File: config.mk
export PLATFORM = sky130hd
export DESIGN_NAME = bcds_datapath
export DESIGN_NICKNAME = d
export VERILOG_FILES = /design/src/sv/bcds_pkg.sv /design/src/sv/bcds_datapath.sv
export SDC_FILE = /design/constraint.sdc
export NUM_CORES = 2
export LEC_CHECK = 0
export ABC_CLOCK_PERIOD_IN_PS = 29300
export BUFFER_PORTS_ARGS = -buffer_cell sky130_fd_sc_hd__buf_2
export CORE_ASPECT_RATIO = 0.8
export CORE_MARGIN = 10
export CORE_UTILIZATION = 55
export CTS_CLUSTER_DIAMETER = 80
export DETAILED_ROUTE_END_ITERATION = 6
export GPL_TIMING_DRIVEN = 0
export PLACE_DENSITY = 0.84
export SLEW_MARGIN = 20
export SYNTH_ARGS = -nofsm -noshare
export SYNTH_HDL_FRONTEND = slang
export SYNTH_SLANG_ARGS = --single-unit
File: constraint.sdc
create_clock -name i_clk -period 29.3 [get_ports i_clk]
set_clock_uncertainty 0.1 [all_clocks]
set_input_delay 2.93 -clock i_clk [delete_from_list [all_inputs] [get_ports i_clk]]
set_output_delay 2.93 -clock i_clk [all_outputs]
set_load 0.005 [all_outputs]
File: src/sv/bcds_pkg.sv
`timescale 1ns / 1ps
// Shared constants, sequencer codes and types for the bound-charge stencil.
// Used by every module of the block; depends on nothing.
package bcds_pkg;

    localparam int NX_MAX        = 64;
    localparam int NY_MAX        = 64;
    localparam int NUM_MATERIALS = 16;
    localparam int FIRST_EMIT    = 2;

    localparam int X_AW     = $clog2(NX_MAX);
    localparam int Y_AW     = $clog2(NY_MAX);
    localparam int PLANE_AW = X_AW + Y_AW;
    localparam int MAT_W    = 4;
    localparam int XW       = 7;
    localparam int YW       = 7;
    localparam int ZW       = 13;
    localparam int DW       = 32;
    localparam int ACC_W    = 50;
    localparam int ST_W     = 4;

    localparam logic [ST_W-1:0] ST_IDLE = 4'd0;
    localparam logic [ST_W-1:0] ST_WX   = 4'd1;
    localparam logic [ST_W-1:0] ST_WY   = 4'd2;
    localparam logic [ST_W-1:0] ST_WZ   = 4'd3;
    localparam logic [ST_W-1:0] ST_TX   = 4'd4;
    localparam logic [ST_W-1:0] ST_TY   = 4'd5;
    localparam logic [ST_W-1:0] ST_TZ   = 4'd6;
    localparam logic [ST_W-1:0] ST_SUM  = 4'd7;
    localparam logic [ST_W-1:0] ST_OUT  = 4'd8;

    localparam logic [2:0] CFG_NX = 3'd0;
    localparam logic [2:0] CFG_NY = 3'd1;
    localparam logic [2:0] CFG_NZ = 3'd2;
    localparam logic [2:0] CFG_PX = 3'd3;
    localparam logic [2:0] CFG_PY = 3'd4;
    localparam logic [2:0] CFG_PZ = 3'd5;

    typedef struct packed {
        logic signed [DW-1:0] eps_x;
        logic signed [DW-1:0] eps_y;
        logic signed [DW-1:0] eps_z;
        logic                 nonc;
    } t_mat_rd;

    typedef struct packed {
        logic signed [DW-1:0] old_x;
        logic signed [DW-1:0] old_y;
        logic signed [DW-1:0] old_z;
    } t_buf_rd;

    typedef struct packed {
        logic signed [DW-1:0] wx;
        logic signed [DW-1:0] wy;
        logic signed [DW-1:0] wz;
    } t_wvals;

    typedef struct packed {
        logic signed [DW-1:0] px;
        logic signed [DW-1:0] py;
        logic signed [DW-1:0] pz;
    } t_scales;

    function automatic logic signed [DW-1:0] f_sat32(input logic signed [63:0] v);
        logic signed [DW-1:0] r;
        if (v > 64'sd2147483647) begin
            r = 32'sh7fffffff;
        end else if (v < -64'sd2147483648) begin
            r = 32'sh80000000;
        end else begin
            r = v[DW-1:0];
        end
        return r;
    endfunction

endpackage

File: src/sv/bcds_datapath.sv
`timescale 1ns / 1ps
// Arithmetic of one voxel on a single shared 32x32 multiplier, one use per
// sequencer step: weights, saturated differences, scaled sum. Uses bcds_pkg.
module bcds_datapath (
    input  logic                                i_clk,
    input  logic                                i_load,
    input  logic signed [bcds_pkg::DW-1:0]      i_comp_x,
    input  logic signed [bcds_pkg::DW-1:0]      i_comp_y,
    input  logic signed [bcds_pkg::DW-1:0]      i_comp_z,
    input  logic signed [bcds_pkg::DW-1:0]      i_free_charge,
    input  logic [bcds_pkg::ST_W-1:0]           i_state,
    input  bcds_pkg::t_mat_rd                   i_mat,
    input  bcds_pkg::t_buf_rd                   i_old,
    input  bcds_pkg::t_scales                   i_scale,
    output bcds_pkg::t_wvals                    o_w,
    output logic signed [bcds_pkg::DW-1:0]      o_result
);

    logic signed [bcds_pkg::DW-1:0]    r_ex, r_ey, r_ez, r_rhof;
    logic signed [bcds_pkg::DW-1:0]    r_wx, r_wy, r_wz;
    logic signed [bcds_pkg::DW-1:0]    r_dx, r_dy, r_dz;
    logic signed [63:0]                r_prod;
    logic signed [bcds_pkg::ACC_W-1:0] r_acc;

    logic signed [bcds_pkg::DW-1:0]    op_a, op_b;
    logic signed [63:0]                prod_fl;
    logic signed [bcds_pkg::DW-1:0]    w_sat;
    logic signed [bcds_pkg::ACC_W-1:0] term;

    assign prod_fl = {{16{r_prod[63]}}, r_prod[63:16]};
    assign w_sat   = bcds_pkg::f_sat32(prod_fl);
    assign term    = prod_fl[bcds_pkg::ACC_W-1:0];

    function automatic logic signed [bcds_pkg::DW-1:0] f_diff(
        input logic signed [bcds_pkg::DW-1:0] a,
        input logic signed [bcds_pkg::DW-1:0] b
    );
        logic signed [63:0] d;
        d = {{32{a[31]}}, a} - {{32{b[31]}}, b};
        return bcds_pkg::f_sat32(d);
    endfunction

    always_comb begin
        unique case (i_state)
            bcds_pkg::ST_WX: begin
                op_a = i_mat.eps_x;
                op_b = r_ex;
            end
            bcds_pkg::ST_WY: begin
                op_a = i_mat.eps_y;
                op_b = r_ey;
            end
            bcds_pkg::ST_WZ: begin
                op_a = i_mat.eps_z;
                op_b = r_ez;
            end
            bcds_pkg::ST_TX: begin
                op_a = i_scale.px;
                op_b = r_dx;
            end
            bcds_pkg::ST_TY: begin
                op_a = i_scale.py;
                op_b = r_dy;
            end
            bcds_pkg::ST_TZ: begin
                op_a = i_scale.pz;
                op_b = r_dz;
            end
            default: begin
                op_a = i_scale.pz;
                op_b = r_dz;
            end
        endcase
    end

    always_ff @(posedge i_clk) begin
        if (i_load) begin
            r_ex   <= i_comp_x;
            r_ey   <= i_comp_y;
            r_ez   <= i_comp_z;
            r_rhof <= i_free_charge;
        end
        r_prod <= op_a * op_b;
        unique case (i_state)
            bcds_pkg::ST_WY: begin
                r_wx <= w_sat;
            end
            bcds_pkg::ST_WZ: begin
                r_wy <= w_sat;
                r_dx <= f_diff(r_wx, i_old.old_x);
            end
            bcds_pkg::ST_TX: begin
                r_wz <= w_sat;
                r_dy <= f_diff(r_wy, i_old.old_y);
            end
            bcds_pkg::ST_TY: begin
                r_dz  <= f_diff(r_wz, i_old.old_z);
                r_acc <= term - {{(bcds_pkg::ACC_W-bcds_pkg::DW){r_rhof[31]}}, r_rhof};
            end
            bcds_pkg::ST_TZ, bcds_pkg::ST_SUM: begin
                r_acc <= r_acc + term;
            end
            default: begin
            end
        endcase
    end

    assign o_w.wx = r_wx;
    assign o_w.wy = r_wy;
    assign o_w.wz = r_wz;

    assign o_result = i_mat.nonc
        ? bcds_pkg::f_sat32({{(64-bcds_pkg::ACC_W){r_acc[bcds_pkg::ACC_W-1]}}, r_acc})
        : '0;

endmodule

---- Word level (Yosys, flattened, before mapping) ----
Index checks and enable logic that the tools add are counted.
word-level totals
  bits in registers ....................... 434
  bits of input ports ..................... 423
  output and inout bits ................... 128
  logic and storage cells ................. 48
cells by class
  add/subtract/negate cells ............... 5
  $mul .................................... 1
  $lt $le $gt $ge ......................... 10
  eq/ne operators ......................... 7
  multiplexer cells ....................... 11
  reductions and logical operators ........ 2
operators by type and width
  operator                                                                 count
  32-bit case mux with 5 select lines                                      2
  32-bit two-way mux                                                       8
  50-bit case mux with 2 select lines                                      1
  33-bit by 32-bit > comparator with 1-bit output (second input constant)  3
  33-bit by 32-bit < comparator with 1-bit output (second input constant)  3
  32-bit by 32-bit subtractor with 33-bit output                           3
  32-bit by 32-bit multiplier with 64-bit output                           1
  50-bit by 48-bit adder with 50-bit output                                1
  50-bit by 32-bit > comparator with 1-bit output (second input constant)  1
  50-bit by 32-bit < comparator with 1-bit output (second input constant)  1
  48-bit by 32-bit subtractor with 49-bit output                           1
  48-bit by 32-bit > comparator with 1-bit output (second input constant)  1
  48-bit by 32-bit < comparator with 1-bit output (second input constant)  1
  4-bit by 3-bit equality test with 1-bit output (second input constant)   4
  4-bit by 2-bit equality test with 1-bit output (second input constant)   2
  4-bit by 1-bit equality test with 1-bit output (second input constant)   1
  2-bit nonzero test                                                       1
  2-bit OR reduction                                                       1

---- Depth between registers and ports, before layout ----
  depth in word-level cells ............... 4
  depth in mapped cells ................... 37

---- Least setup slack after synthesis ----
No wires, ideal clock.
  path kind ............................... in2reg
  from .................................... input i_state[1] (netlist name)
  to ...................................... register r_prod[62]
  setup time .............................. 0.091 ns
  data arrival time ....................... 13.680 ns
  data required time ...................... 29.109 ns
  path slack .............................. 15.429 ns
  stages .................................. 32
  path buffers ............................ 4
  cells stage by stage .................... buf_2 nor4b_2 clkbuf_1 a222oi_1 nand2_1 clkbuf_1 nand2_1 inv_1 fa_1 fa_1 fa_1 fa_1 inv_1 fa_1 inv_1 fa_1 inv_1 fa_1 fa_1 inv_1 ha_1 clkbuf_1 a21o_1 a21o_1 a21oi_1 nor2b_1 o21a_1 o21ai_0 nand2b_1 a21oi_1 mux2_2 a311oi_1
between the ends
  word-level cells in the longest chain between the ends .. 3
RTL lines
  item                                                                          RTL line             source
  start: declaration                                                            bcds_datapath.sv:11  input logic [bcds_pkg::ST_W-1:0] i_state,
  4-bit by 3-bit equality test with 1-bit output, or another cell as far along  bcds_datapath.sv:44  unique case (i_state)
  32-bit case mux with 5 select lines                                           bcds_datapath.sv:44
  32-bit by 32-bit multiplier with 64-bit output *                              bcds_datapath.sv:83  r_prod <= op_a * op_b;
  end signal: assignment                                                        bcds_datapath.sv:83
  end: declaration                                                              bcds_datapath.sv:22  logic signed [63:0] r_prod;
Mark *: on every way between the ends. The rest lies on a longest branch, timed or not.
A chain may end at the register's enable or synchronous reset.

---- Worst setup path in the final report ----
  from .................................... input i_state[1] (netlist name)
  to ...................................... register r_prod[57]
The elaborated chain is that of the path after synthesis.

==> results.txt <==
* Source of the critical timing path: i_state[1]
- Post-Syn Area: 61900 um^2
* Area of the die: 126000 um^2
- The wire-length estimate of the detail-placed layout is 231 mm.
- Synth unique cells: 95
- EDFF count, synth: 370
- Following the worst setup path forward leads to its endpoint at r_prod[57].
- Entering global routing, the biggest net connects 88 pins.
- Horiz. Die Dim: 395 um
- The first global-routing pass estimated 388 mm of wire.
* Count of state elements after synthesis: 418
- Worst Setup End Kind: flop
- Buffers on Ports: 548
* Row count: 110
- Maximum single-stage delay on the critical path: 1.02 ns
* Cell depth of the worst flop-to-flop path: 26
- In this run, placement finished with an instance count of 8629.
* Failing checks: design-rule violations
- Global-route usage over all layers: 42.6%
- The max-slew violation count was 0.
* Post-synthesis average cell area: 9.44 um^2
- Flop2flop setup slack: 17.69 ns
- For the pin with the worst max-slew slack, the measured transition is 1.36 ns.
* Final period util: 53.6%
* Endpoints failing hold: 0
* Fin area: 68400 um^2
- Leading cell types in the layout, fill and taps excluded: 1227 x sky130_fd_sc_hd__inv_1, 1085 x sky130_fd_sc_hd__fa_1, 675 x sky130_fd_sc_hd__nand2_1
* Residual overflow from global routing: 0
- The H-tree was split into 2 levels.
- Floorplan die height: 320 um
* Clock slew at the register clock pins of the worst setup and hold paths: 0.07 ns
* Placeable core area: 112000 um^2
* Number of antenna violations at the first check in global routing: 43
- Clock tree from TritonCTS: yes
* Inserted Clock Buffers: 42
* Number of standard cells in the layout, taps in and fillers out: 8734
- Pin placement for this block handled 551 I/O pins.
* Remaining antenna violation count: 0
- No sink is reached through more buffers than the 3 on the longest clock path.
- Post-route minimum period: 15.72 ns
* Worst rel slew slack: 9.50%
- Async SR Flop Fraction: 0%
* Cell area after placement: 66900 um^2
- Of all nets on the critical path, the largest fanout is 23.
- Endpoint of the worst-slack reg-to-reg timing path: r_prod[57]
- The worst setup path is of the input pin to flop kind.
- Clock latency on the worst-skew pair, taken at its later pin, is 0.61 ns.
* Detail-routed net length per standard cell: 31.5 um
- Slowest cell on crit path: sky130_fd_sc_hd__clkbuf_1
- Starting Density: 55.2%
- Dividing the detail-routed via count by the number of cells gives 6.31.
- Setup violations remaining at the end of the flow were counted as 0.
- Count of warnings emitted by yosys: 0
- Prevailing post-synth register cell: sky130_fd_sc_hd__edfxtp_1
- Cells taking the most area after synthesis: sky130_fd_sc_hd__fa_1 35%, sky130_fd_sc_hd__edfxtp_1 18%, sky130_fd_sc_hd__ha_1 7.5%
* DRC: 9
* Data arrival at the endpoint of the critical path: 16.08 ns
- Final Routed Wirelength: 275 mm
- RePlAce Congestion: 1.09
- The flow ran to the end, but the final reports show violations.
* Most common cell after layout, fill and taps aside: sky130_fd_sc_hd__inv_1
- Vias after detailed routing: 55100
* Sequential share of the synthesized area: 19.5%
* Crit-path most repeated cell: sky130_fd_sc_hd__fa_1
- Unrepaired setup endpoints after global routing: no
- Via count of the first global-routing pass: 54800
- Synthesized netlist net count: 8440
- Ratio of cells with drive above 1 in the final layout: 10.5%
- CTS placed an instance of sky130_fd_sc_hd__clkbuf_16 at the clock tree root.
- The cell count after synthesis came out at 6558.
- From synthesis to final layout, the design area changed by 10.5%.
* Max Cap Viol: 0
- Gates resized during post-CTS repair numbered 0.
* Hold Buf Count CTS: 0
* Sum of negative setup slack: 0 ns
* Cell type contributing the most total cell area after synthesis: sky130_fd_sc_hd__fa_1
- The worst register-to-register path begins at r_dx[7].
- Required time at the endpoint of the critical path: 29.67 ns
* Post-CTS Setup Inserts: 0
- The path class of the tightest hold or removal check is flop to flop.
- Iter 0 DRT Violations: 8169
- Derived from the worst setup path, the maximum achievable clock frequency is 63.6 MHz.
- Before antenna repair, the detailed router went through 7 iterations.
- Critical path startpoint category: input pin
- CTS sink cnt: 418
- Net count reported at finish: 9044
- Fraction of post-synthesis cell area in the top cell type by area: 35.1%
cell usage after synthesis (40+ instances only):
cell and instances:
sky130_fd_sc_hd__a21oi_1 342, sky130_fd_sc_hd__fa_1 1086, sky130_fd_sc_hd__ha_1 373, sky130_fd_sc_hd__a222oi_1 65
sky130_fd_sc_hd__dfxtp_1 48, sky130_fd_sc_hd__o21ai_0 172, sky130_fd_sc_hd__a22oi_1 56, sky130_fd_sc_hd__a21o_1 238
sky130_fd_sc_hd__nand2b_1 55, sky130_fd_sc_hd__nand4_1 43, sky130_fd_sc_hd__xnor2_1 116, sky130_fd_sc_hd__nor2_1 663
sky130_fd_sc_hd__clkbuf_1 259, sky130_fd_sc_hd__edfxtp_1 370, sky130_fd_sc_hd__inv_1 1227, sky130_fd_sc_hd__xor2_1 97
sky130_fd_sc_hd__nand2_1 675, sky130_fd_sc_hd__o21bai_1 40, sky130_fd_sc_hd__nand3_1 61
registers in the layout, summed over array words and instances, names as in the netlist:
signal and count:
r_acc 50, r_prod 48, r_dx 32, r_dy 32, r_dz 32, r_ex 32, r_ey 32, r_ez 32
r_rhof 32, r_wx 32, r_wy 32, r_wz 32
cells by family after synthesis:
family | Yosys count | synth area share [%]
AOI/OAI and AO/OA | 1176 | 12.9
xor gates and xnor gates | 213 | 3.01
and+or+nand+nor | 1733 | 12.1
muxes | 16 | 0.271
buffers and inverters | 1527 | 9.34
DFF | 418 | 19.5
adders and majority gates | 1475 | 42.9
how the worst min path moves through the flow:
stage / from / to / slack [ns] / cells after the start
floorplan: r_prod[16] / r_wx[0] / 0.46 / 1
global placement: r_prod[44] / r_wz[28] / 0.61 / 1
detailed placement: r_prod[44] / r_wz[28] / 0.61 / 1
CTS: r_prod[44] / r_wx[28] / 0.60 / 1
global route: r_prod[44] / r_wx[28] / 0.63 / 1
finish: r_prod[44] / r_wx[28] / 0.62 / 1
critical path: cells and delay by family:
kind / cells / cell delay, ns
AOI/OAI and AO/OA: 6 / 2.80
adders and majority gates: 9 / 4.82
buffers and inverters: 12 / 3.90
and+or+nand+nor: 6 / 1.54
final cells by class:
| cell class | count | area, um^2 |
|---|---|---|
| Antenna cell | 27 | 67.6 |
| Buffer | 299 | 1210 |
| Clock buffer | 55 | 1140 |
| Clock inverter | 22 | 248 |
| Fill cell | 9676 | 43800 |
| Inverter | 1228 | 4610 |
| Multi-Input combinational cell | 4613 | 44200 |
| Sequential cell | 418 | 12100 |
| Tap cell | 1512 | 1890 |
| Timing Repair Buffer | 560 | 2960 |
routing by layer:
| metal | GRT usage (%) | up-vias | wire length [um] |
|---|---|---|---|
| met5 | 1.01 | - | 352 |
| met4 | 23.9 | 31 | 19500 |
| met3 | 18.2 | 951 | 44700 |
| met2 | 59.2 | 4529 | 111000 |
| met1 | 55.5 | 27200 | 99400 |
| li1 | - | 22400 | - |
metrics by stage:
step	hold slack (ns)	setup WS (ns)	utilization, %
2_1_floorplan	0.465	15.43	-
3_3_place_gp	0.613	11.12	59.3
3_5_place_dp	0.605	13.48	59.6
4_1_cts	0.604	14.01	60.9
5_1_grt	0.628	13.73	60.9
6_report	0.617	13.58	61.0
Power is not shown: default switching activity piles up to over one toggle a cycle in this logic, so the estimate is an artifact.
