[src/sv/bcds_pkg.sv]
`timescale 1ns / 1ps
// Shared constants, sequencer codes and types for the bound-charge stencil.
// Used by every module of the block; depends on nothing.
package bcds_pkg;

    localparam int NX_MAX        = 64;
    localparam int NY_MAX        = 64;
    localparam int NUM_MATERIALS = 16;
    localparam int FIRST_EMIT    = 2;

    localparam int X_AW     = $clog2(NX_MAX);
    localparam int Y_AW     = $clog2(NY_MAX);
    localparam int PLANE_AW = X_AW + Y_AW;
    localparam int MAT_W    = 4;
    localparam int XW       = 7;
    localparam int YW       = 7;
    localparam int ZW       = 13;
    localparam int DW       = 32;
    localparam int ACC_W    = 50;
    localparam int ST_W     = 4;

    localparam logic [ST_W-1:0] ST_IDLE = 4'd0;
    localparam logic [ST_W-1:0] ST_WX   = 4'd1;
    localparam logic [ST_W-1:0] ST_WY   = 4'd2;
    localparam logic [ST_W-1:0] ST_WZ   = 4'd3;
    localparam logic [ST_W-1:0] ST_TX   = 4'd4;
    localparam logic [ST_W-1:0] ST_TY   = 4'd5;
    localparam logic [ST_W-1:0] ST_TZ   = 4'd6;
    localparam logic [ST_W-1:0] ST_SUM  = 4'd7;
    localparam logic [ST_W-1:0] ST_OUT  = 4'd8;

    localparam logic [2:0] CFG_NX = 3'd0;
    localparam logic [2:0] CFG_NY = 3'd1;
    localparam logic [2:0] CFG_NZ = 3'd2;
    localparam logic [2:0] CFG_PX = 3'd3;
    localparam logic [2:0] CFG_PY = 3'd4;
    localparam logic [2:0] CFG_PZ = 3'd5;

    typedef struct packed {
        logic signed [DW-1:0] eps_x;
        logic signed [DW-1:0] eps_y;
        logic signed [DW-1:0] eps_z;
        logic                 nonc;
    } t_mat_rd;

    typedef struct packed {
        logic signed [DW-1:0] old_x;
        logic signed [DW-1:0] old_y;
        logic signed [DW-1:0] old_z;
    } t_buf_rd;

    typedef struct packed {
        logic signed [DW-1:0] wx;
        logic signed [DW-1:0] wy;
        logic signed [DW-1:0] wz;
    } t_wvals;

    typedef struct packed {
        logic signed [DW-1:0] px;
        logic signed [DW-1:0] py;
        logic signed [DW-1:0] pz;
    } t_scales;

    function automatic logic signed [DW-1:0] f_sat32(input logic signed [63:0] v);
        logic signed [DW-1:0] r;
        if (v > 64'sd2147483647) begin
            r = 32'sh7fffffff;
        end else if (v < -64'sd2147483648) begin
            r = 32'sh80000000;
        end else begin
            r = v[DW-1:0];
        end
        return r;
    endfunction

endpackage

[src/sv/bcds_mat_table.sv]
`timescale 1ns / 1ps
// Material table: permittivity per axis and nonconductive flag, 16 entries.
// Written on load transfers, read through a registered output; uses bcds_pkg.
module bcds_mat_table (
    input  logic                                i_clk,
    input  logic                                i_wr_en,
    input  logic [bcds_pkg::MAT_W-1:0]          i_wr_idx,
    input  logic signed [bcds_pkg::DW-1:0]      i_wr_eps_x,
    input  logic signed [bcds_pkg::DW-1:0]      i_wr_eps_y,
    input  logic signed [bcds_pkg::DW-1:0]      i_wr_eps_z,
    input  logic                                i_wr_nonc,
    input  logic                                i_rd_en,
    input  logic [bcds_pkg::MAT_W-1:0]          i_idx_x,
    input  logic [bcds_pkg::MAT_W-1:0]          i_idx_y,
    input  logic [bcds_pkg::MAT_W-1:0]          i_idx_z,
    input  logic [bcds_pkg::MAT_W-1:0]          i_idx_node,
    output bcds_pkg::t_mat_rd                   o_rd
);

    logic signed [bcds_pkg::DW-1:0] mem_eps_x [bcds_pkg::NUM_MATERIALS];
    logic signed [bcds_pkg::DW-1:0] mem_eps_y [bcds_pkg::NUM_MATERIALS];
    logic signed [bcds_pkg::DW-1:0] mem_eps_z [bcds_pkg::NUM_MATERIALS];
    logic                           mem_nonc  [bcds_pkg::NUM_MATERIALS];

    bcds_pkg::t_mat_rd r_rd;

    always_ff @(posedge i_clk) begin
        if (i_wr_en) begin
            mem_eps_x[i_wr_idx] <= i_wr_eps_x;
            mem_eps_y[i_wr_idx] <= i_wr_eps_y;
            mem_eps_z[i_wr_idx] <= i_wr_eps_z;
            mem_nonc[i_wr_idx]  <= i_wr_nonc;
        end
    end

    always_ff @(posedge i_clk) begin
        if (i_rd_en) begin
            r_rd.eps_x <= mem_eps_x[i_idx_x];
            r_rd.eps_y <= mem_eps_y[i_idx_y];
            r_rd.eps_z <= mem_eps_z[i_idx_z];
            r_rd.nonc  <= mem_nonc[i_idx_node];
        end
    end

    assign o_rd = r_rd;

endmodule

[config.mk]
export PLATFORM = sky130hd
export DESIGN_NAME = bcds_mat_table
export DESIGN_NICKNAME = d
export VERILOG_FILES = /design/src/sv/bcds_pkg.sv /design/src/sv/bcds_mat_table.sv
export SDC_FILE = /design/constraint.sdc
export NUM_CORES = 1
export LEC_CHECK = 0
export BUFFER_PORTS_ARGS = -buffer_cell sky130_fd_sc_hd__buf_2
export CORE_AREA = 5 5 374 376
export CTS_BUF_LIST = sky130_fd_sc_hd__clkbuf_8
export DETAILED_ROUTE_END_ITERATION = 16
export DIE_AREA = 0 0 379 381
export SLEW_MARGIN = 0
export SYNTH_ARGS = -nofsm -noshare
export SYNTH_HDL_FRONTEND = slang
export SYNTH_SLANG_ARGS = --single-unit
export TNS_END_PERCENT = 100
[constraint.sdc]
create_clock -name i_clk -period 13.5 [get_ports i_clk]
set_clock_uncertainty 0.1 [all_clocks]
set_input_delay 2.025 -clock i_clk [delete_from_list [all_inputs] [get_ports i_clk]]
set_output_delay 2.025 -clock i_clk [all_outputs]
set_load 0.02 [all_outputs]
Yosys cells after proc, flatten, opt, wreduce, memory -nomap -nowiden --
Memories as Yosys holds them, arrays and structs flattened. A register that Yosys moved wholly into a read port is not among the register bits. Index checks and enable logic that the tools add are counted.
Word-level totals: register bits after elaboration 0, latch bits 0, bits in writable memories 1552, memory bits (read-only) 0, input port bits 120, output and inout port bits 97, logic and storage cells 6, memories kept 4
Cells by class: add/subtract/negate cells 0, $mul 0, divide/modulo/power cells 0, magnitude comparators 0, equality and inequality tests 0, shift-type cells 0, muxes and demuxes 2, bitwise logic cells 0, reduce and logical (&&, ||, !) cells 0
Memories:
- mem_eps_x | words 16, bits a word 32, read ports 1, clocked after Yosys merged registers in 1, write ports 1, line bcds_mat_table.sv:20 | logic signed [bcds_pkg::DW-1:0] mem_eps_x [bcds_pkg::NUM_MATERIALS];
- mem_eps_y | words 16, bits a word 32, read ports 1, clocked after Yosys merged registers in 1, write ports 1, line bcds_mat_table.sv:21 | logic signed [bcds_pkg::DW-1:0] mem_eps_y [bcds_pkg::NUM_MATERIALS];
- mem_eps_z | words 16, bits a word 32, read ports 1, clocked after Yosys merged registers in 1, write ports 1, line bcds_mat_table.sv:22 | logic signed [bcds_pkg::DW-1:0] mem_eps_z [bcds_pkg::NUM_MATERIALS];
- mem_nonc | words 16, bits a word 1, read ports 1, clocked after Yosys merged registers in 1, write ports 1, line bcds_mat_table.sv:23 | logic mem_nonc [bcds_pkg::NUM_MATERIALS];
Operator list (number):
- two-way mux 1 bit | 2

Longest topological paths before layout --
Gate-level depths: netlist (run 1).
depth after elaboration 2, gate-level depth with buffers 5, depth with buffers taken out 3

Worst setup path after synthesis (run 1) --
OpenSTA, ideal clock, no wires.
path type input -> register, from input i_wr_idx[3] (netlist bit), to memory mem_eps_x[0][0] (netlist bit) (enable), setup time 0.673 ns, arrival 9.100 ns, required time 12.727 ns, path slack 3.627 ns, cell stages on the path 2, path buffers 0, cell sequence or3b_2 nor3_1
RTL lines:
- from (decl) | line bcds_mat_table.sv:7 | input logic [bcds_pkg::MAT_W-1:0] i_wr_idx,
- to (decl) | line bcds_mat_table.sv:20
No word-level cell before the write port.

Worst setup path in the final report (run 1) --
from input i_wr_idx[3] (netlist bit), to memory mem_eps_x[3][0] (netlist bit) (enable)
No word-level cell before the write port.

==> results.sh, run 1 <==
export IMPL_num_rows=136
export IMPL_placed_area_mm2=0.0643
export IMPL_worstHoldEndpoint="o_rd[24]"
export IMPL_r2r_start="mem_eps_x[3][16]"
export IMPL_p_per_area_mw_per_mm2=148
export IMPL_drcViolationCount=0
export IMPL_ff_latch_area_mm2=0.0495
export IMPL_power_mw=10.2
export IMPL_outcome="finished, final reports clean"
export IMPL_initial_core_util=0.446
export IMPL_layout_drive_gt1_share=0.324
export IMPL_clk_pin_slew_worst_paths_ns=0.06
export IMPL_avgSynthCellArea_um2=24.4
export IMPL_final_area_mm2=0.0690
export IMPL_die_y_um=381
export IMPL_gp_congestion=0.717
export IMPL_fmax_mhz=215
export IMPL_rr_worst_depth=3
export IMPL_hold_buffers=0
export IMPL_fin_crit_sh=0.345
export IMPL_drt_pass1_iter_count=5
export IMPL_fin_setup_tns_ns=0
export IMPL_io_pins=217
export IMPL_numPortBuffers=216
export IMPL_synth_area_mm2=0.0609
export IMPL_overflow=0
export IMPL_worst_pin_slew_ns=1.05
export IMPL_final_antenna_net_count=0
export IMPL_hold_path_class="register to register"
export IMPL_cts_max_level=5
export IMPL_final_util=0.506
export IMPL_min_period_ns=4.65
export IMPL_grt_max_degree=98
export IMPL_hp_start="mem_eps_z[15][23]"
export IMPL_die_area_mm2=0.144
export IMPL_cpMaxStageDelayCell="nor2_4"
export IMPL_cp_end_kind="register"
export IMPL_seq_area_frac_synth=0.813
export IMPL_ys_warn_count=0
export IMPL_grt_pass1_wl_um=206000
export IMPL_cts_sinks=1649
export IMPL_rrSetupSlack_ns=11.88
export IMPL_cts_tree="done"
export IMPL_first_global_vias=30259
export IMPL_numCtsBuffers=279
export IMPL_worst_path_buf_inv=3
export IMPL_fp_coreArea_mm2=0.136
export IMPL_peakVddDrop_uv=92.5
export IMPL_cp_depth=5
export IMPL_cts_setup_buffers=0
export IMPL_worstPathRequired_ns=13.93
export IMPL_multi_input_area_mm2=0.0109
export IMPL_worst_setup_path_start_kind="input pin"
export IMPL_antenna_found_initial=33
export IMPL_path_cells="buf_2 -> or3b_2 -> nor2_4 -> buf_4 -> buf_4"
export IMPL_fillCellCount=10741
export IMPL_clk_latency_ns=0.95
export IMPL_cp_slowest_stage_delay_ns=0.79
export IMPL_post_drt_via_cell_ratio=5.77
export IMPL_setup_viol=0
export IMPL_maxCapViolCount=0
export IMPL_max_clock_path_buffers=4
export IMPL_rsz0062_at_grt="no"
export IMPL_hold_violations=0
export IMPL_cts_root_buf="clkbuf_8"
export IMPL_wirelength_um=142000
export IMPL_path_common_cell="buf_4"
export IMPL_synth_nets=2612
export IMPL_cts_resized_gates=0
export IMPL_path_delay_family="buffers and inverters"
export IMPL_final_cell_mix="edfxtp_1 (1649), mux4_2 (388), clkbuf_8 (287)"
export IMPL_hold_depth=3
export IMPL_slew_headroom=0.300
export IMPL_syn_inst=2492
export IMPL_wl_per_cell_um=29.1
export IMPL_p_leak_nw=22.2
export IMPL_drt_iter0_drc=2644
export IMPL_grt_util_all_layers=0.198
export IMPL_r2r_end="o_rd[81]"
export IMPL_syn2layout_area_growth_pct=13.3
export IMPL_critPathMaxFanout=41
export IMPL_dr_total_vias=28168
export IMPL_hpwlAfterDp_um=64700
export IMPL_ys_types=18
export IMPL_drv_slew=0
export IMPL_critical_path_class="input pin to register"
export IMPL_crit_arrival_ns=5.08
export IMPL_layout_cells_most_common="edfxtp_1"
export IMPL_nets=3024
export IMPL_floorplan_die_width_um=379
export IMPL_synth_seq_cells=1649
## state kept, by name (all words and copies together), names as in the netlist
signal     flops
mem_eps_z    512
o_rd          97
mem_eps_x    512
mem_eps_y    512
mem_nonc      16
## report_power, final
group / total (mW) / leakage (nW) / switching [mW] / internal [mW]
Clock: 3.88 / 2.72 / 1.85 / 2.03
Combinational: 0.507 / 4.48 / 0.315 / 0.192
Sequential: 5.81 / 15.0 / 0.0375 / 5.77
Total: 10.2 / 22.2 / 2.20 / 7.99
## area by class of cell
class	count	share of cell area
clock inverter	163	0.0117
sequential	1649	0.717
tap	1794	0.0325
antenna	15	0.000544
clock buffer	284	0.0566
timing repair buffer	260	0.0230
multi-input combinational	714	0.158
## per-stage QoR
| step | cells | hold slack (ns) | worst slack, ns |
|---|---|---|---|
| final | 4879 | 0.606 | 8.85 |
| after global routing | 4868 | 0.617 | 8.76 |
| after CTS | 4864 | 0.608 | 8.90 |
| after detailed placement | 4417 | 0.631 | 7.87 |
| after global placement | 4417 | 0.622 | 7.89 |
| after floorplan | 2492 | 0.610 | 3.63 |
## worst max-delay path by stage
stage                                   to  slack, ns   startpoint
after detailed placement   mem_eps_x[3][3]       7.87  i_wr_idx[3]
after global placement     mem_eps_x[2][3]       7.89  i_wr_idx[3]
final                      mem_eps_x[3][0]       8.85  i_wr_idx[3]
after global routing              o_rd[52]       8.76   i_idx_y[0]
after CTS                 mem_eps_z[3][31]       8.90  i_wr_idx[3]
after floorplan            mem_eps_x[0][0]       3.63  i_wr_idx[3]
## kinds of logic after synthesis
family	after synthesis	share of synthesized area
compound gates	192	0.0237
mux	391	0.144
buf+inv	129	0.0103
simple gates	131	0.00884
flops	1649	0.813
## synthesized netlist by cell type, drive strengths merged
master  count  area, µm²
edfxtp   1649      49500
mux4      388       8740
a22oi     192       1440
nand2      97        364
buf        77        434
clkbuf     52        195
nor2       15       56.3
nor2b       6       37.5
nor3        4       20.0
and2        3       18.8
mux2i       3       30.0
nand2b      2       12.5
nand3b      2       15.0
nand3       1       5.00
or3b        1       8.76
## worst min-delay path, stage by stage, from the launching register on
cell      delay, ns
edfxtp_1       0.32
mux4_2         0.22
a22oi_1        0.06
nand2_1        0.05
## routing by layer
| metal | track usage | vias to the layer above | wire length, µm |
|---|---|---|---|
| met2 | 0.317 | 1070 | 69400 |
| met4 | 0.0473 | 12 | 2460 |
| met1 | 0.277 | 15255 | 59600 |
| met3 | 0.0491 | 232 | 10300 |
| met5 | 0 | - | 66 |
| li1 | - | 11599 | - |
Note: power is estimated with default switching activity, not from simulation.
==> run 2: changes to the inputs <==
- clock period: 13.5 -> 4.4 ns (I/O delays scaled with it)
==> run 2 against run 1 <==
Critical path depth shrank 4. Combinational power grew to 3.3 times the previous value. Via count grew 1.1%. Total power grew to 3.1 times the previous value. Die area is the same. Register-to-register slack lost 9.5 ns. Largest cell class unchanged.
==> results.sh, run 2 (same netlist as run 1, synthesis figures left out) <==
export IMPL_outcome="finished, final reports clean"
export IMPL_path_delay_family="flip-flops"
export IMPL_layout_drive_gt1_share=0.320
export IMPL_worst_setup_path_start_kind="register"
export IMPL_num_rows=136
export IMPL_grt_pass1_wl_um=206000
export IMPL_io_pins=217
export IMPL_cts_sinks=1649
export IMPL_critical_path_class="register to output pin"
export IMPL_cts_setup_buffers=0
export IMPL_layout_setup_ws_ns=1.94
export IMPL_wirelength_um=141000
export IMPL_cts_root_buf="clkbuf_8"
export IMPL_p_per_area_mw_per_mm2=449
export IMPL_largestRegisters="mem_eps_x (512), mem_eps_y (512), mem_eps_z (512)"
export IMPL_hold_violations=0
export IMPL_drt_pass1_iter_count=5
export IMPL_fp_coreArea_mm2=0.136
export IMPL_maxCapViolCount=0
export IMPL_max_clock_path_buffers=4
export IMPL_fin_setup_tns_ns=0
export IMPL_gp_congestion=0.716
export IMPL_setup_viol=0
export IMPL_cts_max_level=5
export IMPL_dp_slack_ns=1.28
export IMPL_final_util=0.519
export IMPL_syn2layout_area_growth_pct=16.3
export IMPL_crit_arrival_ns=1.70
export IMPL_worst_path_buf_inv=1
export IMPL_layout_cells_most_common="edfxtp_1"
export IMPL_cp_slowest_stage_delay_ns=0.50
export IMPL_die_area_mm2=0.144
export IMPL_grt_util_all_layers=0.197
export IMPL_drv_slew=0
export IMPL_wl_per_cell_um=28.1
export IMPL_critPathMaxFanout=1
export IMPL_rsz0062_at_grt="no"
export IMPL_fin_crit_sh=0.558
export IMPL_drt_iter0_drc=2701
export IMPL_rrSetupSlack_ns=2.42
export IMPL_final_area_mm2=0.0708
export IMPL_grt_max_degree=98
export IMPL_fin_cells=5031
export IMPL_initial_core_util=0.446
export IMPL_worst_pin_slew_ns=1.18
export IMPL_peakVddDrop_uv=264
export IMPL_path_cells="buf_2"
export IMPL_cts_resized_gates=0
export IMPL_first_global_vias=30463
export IMPL_cpMaxStageDelayCell="edfxtp_1"
export IMPL_slew_headroom=0.213
export IMPL_numCtsBuffers=284
export IMPL_antenna_found_initial=23
export IMPL_nets=3161
export IMPL_overflow=0
export IMPL_fillCellCount=10553
export IMPL_dpl_cell_count=4450
export IMPL_placed_area_mm2=0.0649
export IMPL_final_antenna_net_count=0
export IMPL_p_leak_nw=23.0
export IMPL_hpwlAfterDp_um=70200
export IMPL_post_drt_via_cell_ratio=5.66
export IMPL_cts_tree="done"
export IMPL_clk_latency_ns=0.96
export IMPL_hold_path_class="input pin to register"
export IMPL_floorplan_die_width_um=379
export IMPL_drcViolationCount=0
export IMPL_final_cell_mix="edfxtp_1 (1649), mux4_2 (388), clkbuf_8 (293)"
export IMPL_clk_pin_slew_worst_paths_ns=0.06
export IMPL_numPortBuffers=216
export IMPL_dr_total_vias=28465
export IMPL_die_y_um=381
export IMPL_fmax_mhz=407
export IMPL_cp_end_kind="output pin"
export IMPL_worstPathRequired_ns=3.64
export IMPL_ff_latch_area_mm2=0.0495
export IMPL_multi_input_area_mm2=0.0109
export IMPL_min_period_ns=2.46
-- run 2: changes by cell type in the layout (fill, tap and decap cells not counted), sizes merged, moves of 5 or more --
cell,previous run,this run
dlygate4sd3,0,99
buf,257,290
clkinv,68,80
clkbuf,287,293
diode,15,10
inv,83,88
-- run 2: per-layer routing --
| metal | GRT usage | vias to the layer above | share of wire |
|---|---|---|---|
| li1 | - | 11912 | - |
| met1 | 0.277 | 15266 | 0.42 |
| met2 | 0.315 | 1051 | 0.49 |
| met3 | 0.0434 | 226 | 0.069 |
| met4 | 0.0560 | 10 | 0.019 |
| met5 | 0 | - | 0.00045 |
-- run 2: metrics by stage --
step	power (mW)	hold slack, ns
2_1_floorplan	19.0	0.610
3_3_place_gp	19.7	0.619
6_report	31.8	0.163
4_1_cts	32.2	0.0739
5_1_grt	33.1	0.102
3_5_place_dp	19.8	0.627
-- run 2: cell type report --
type	count	share of cell area
multi-input cells	714	0.154
clock buffers	290	0.0563
clock inverters	182	0.0134
well taps	1794	0.0317
repair buffers	392	0.0447
flip-flops and latches	1649	0.699
diodes	10	0.000353
-- run 2: worst paths after layout --
path                     start        to  depth (start not counted)
max reg2reg        mem_nonc[7]   o_rd[0]                          4
min                    i_rd_en  o_rd[68]                          1
min reg2reg  mem_eps_y[15][15]  o_rd[48]                          3
max                    o_rd[3]   o_rd[3]                          1
-- run 2: repair_timing --
| item | CTS | global route |
|---|---|---|
| endpoints found under the setup margin | 0 | 0 |
| hold endpoints to repair | 1553 | 0 |
| hold buffers | 99 | 0 |
-- run 2: power breakdown --
| group | switching [mW] | total (mW) | internal, mW | leakage [nW] |
|---|---|---|---|---|
| combinational | 0.993 | 1.67 | 0.673 | 5.17 |
| sequential | 0.115 | 17.8 | 17.7 | 15.0 |
| clock | 5.77 | 12.3 | 6.54 | 2.84 |
| total | 6.88 | 31.8 | 24.9 | 23.0 |
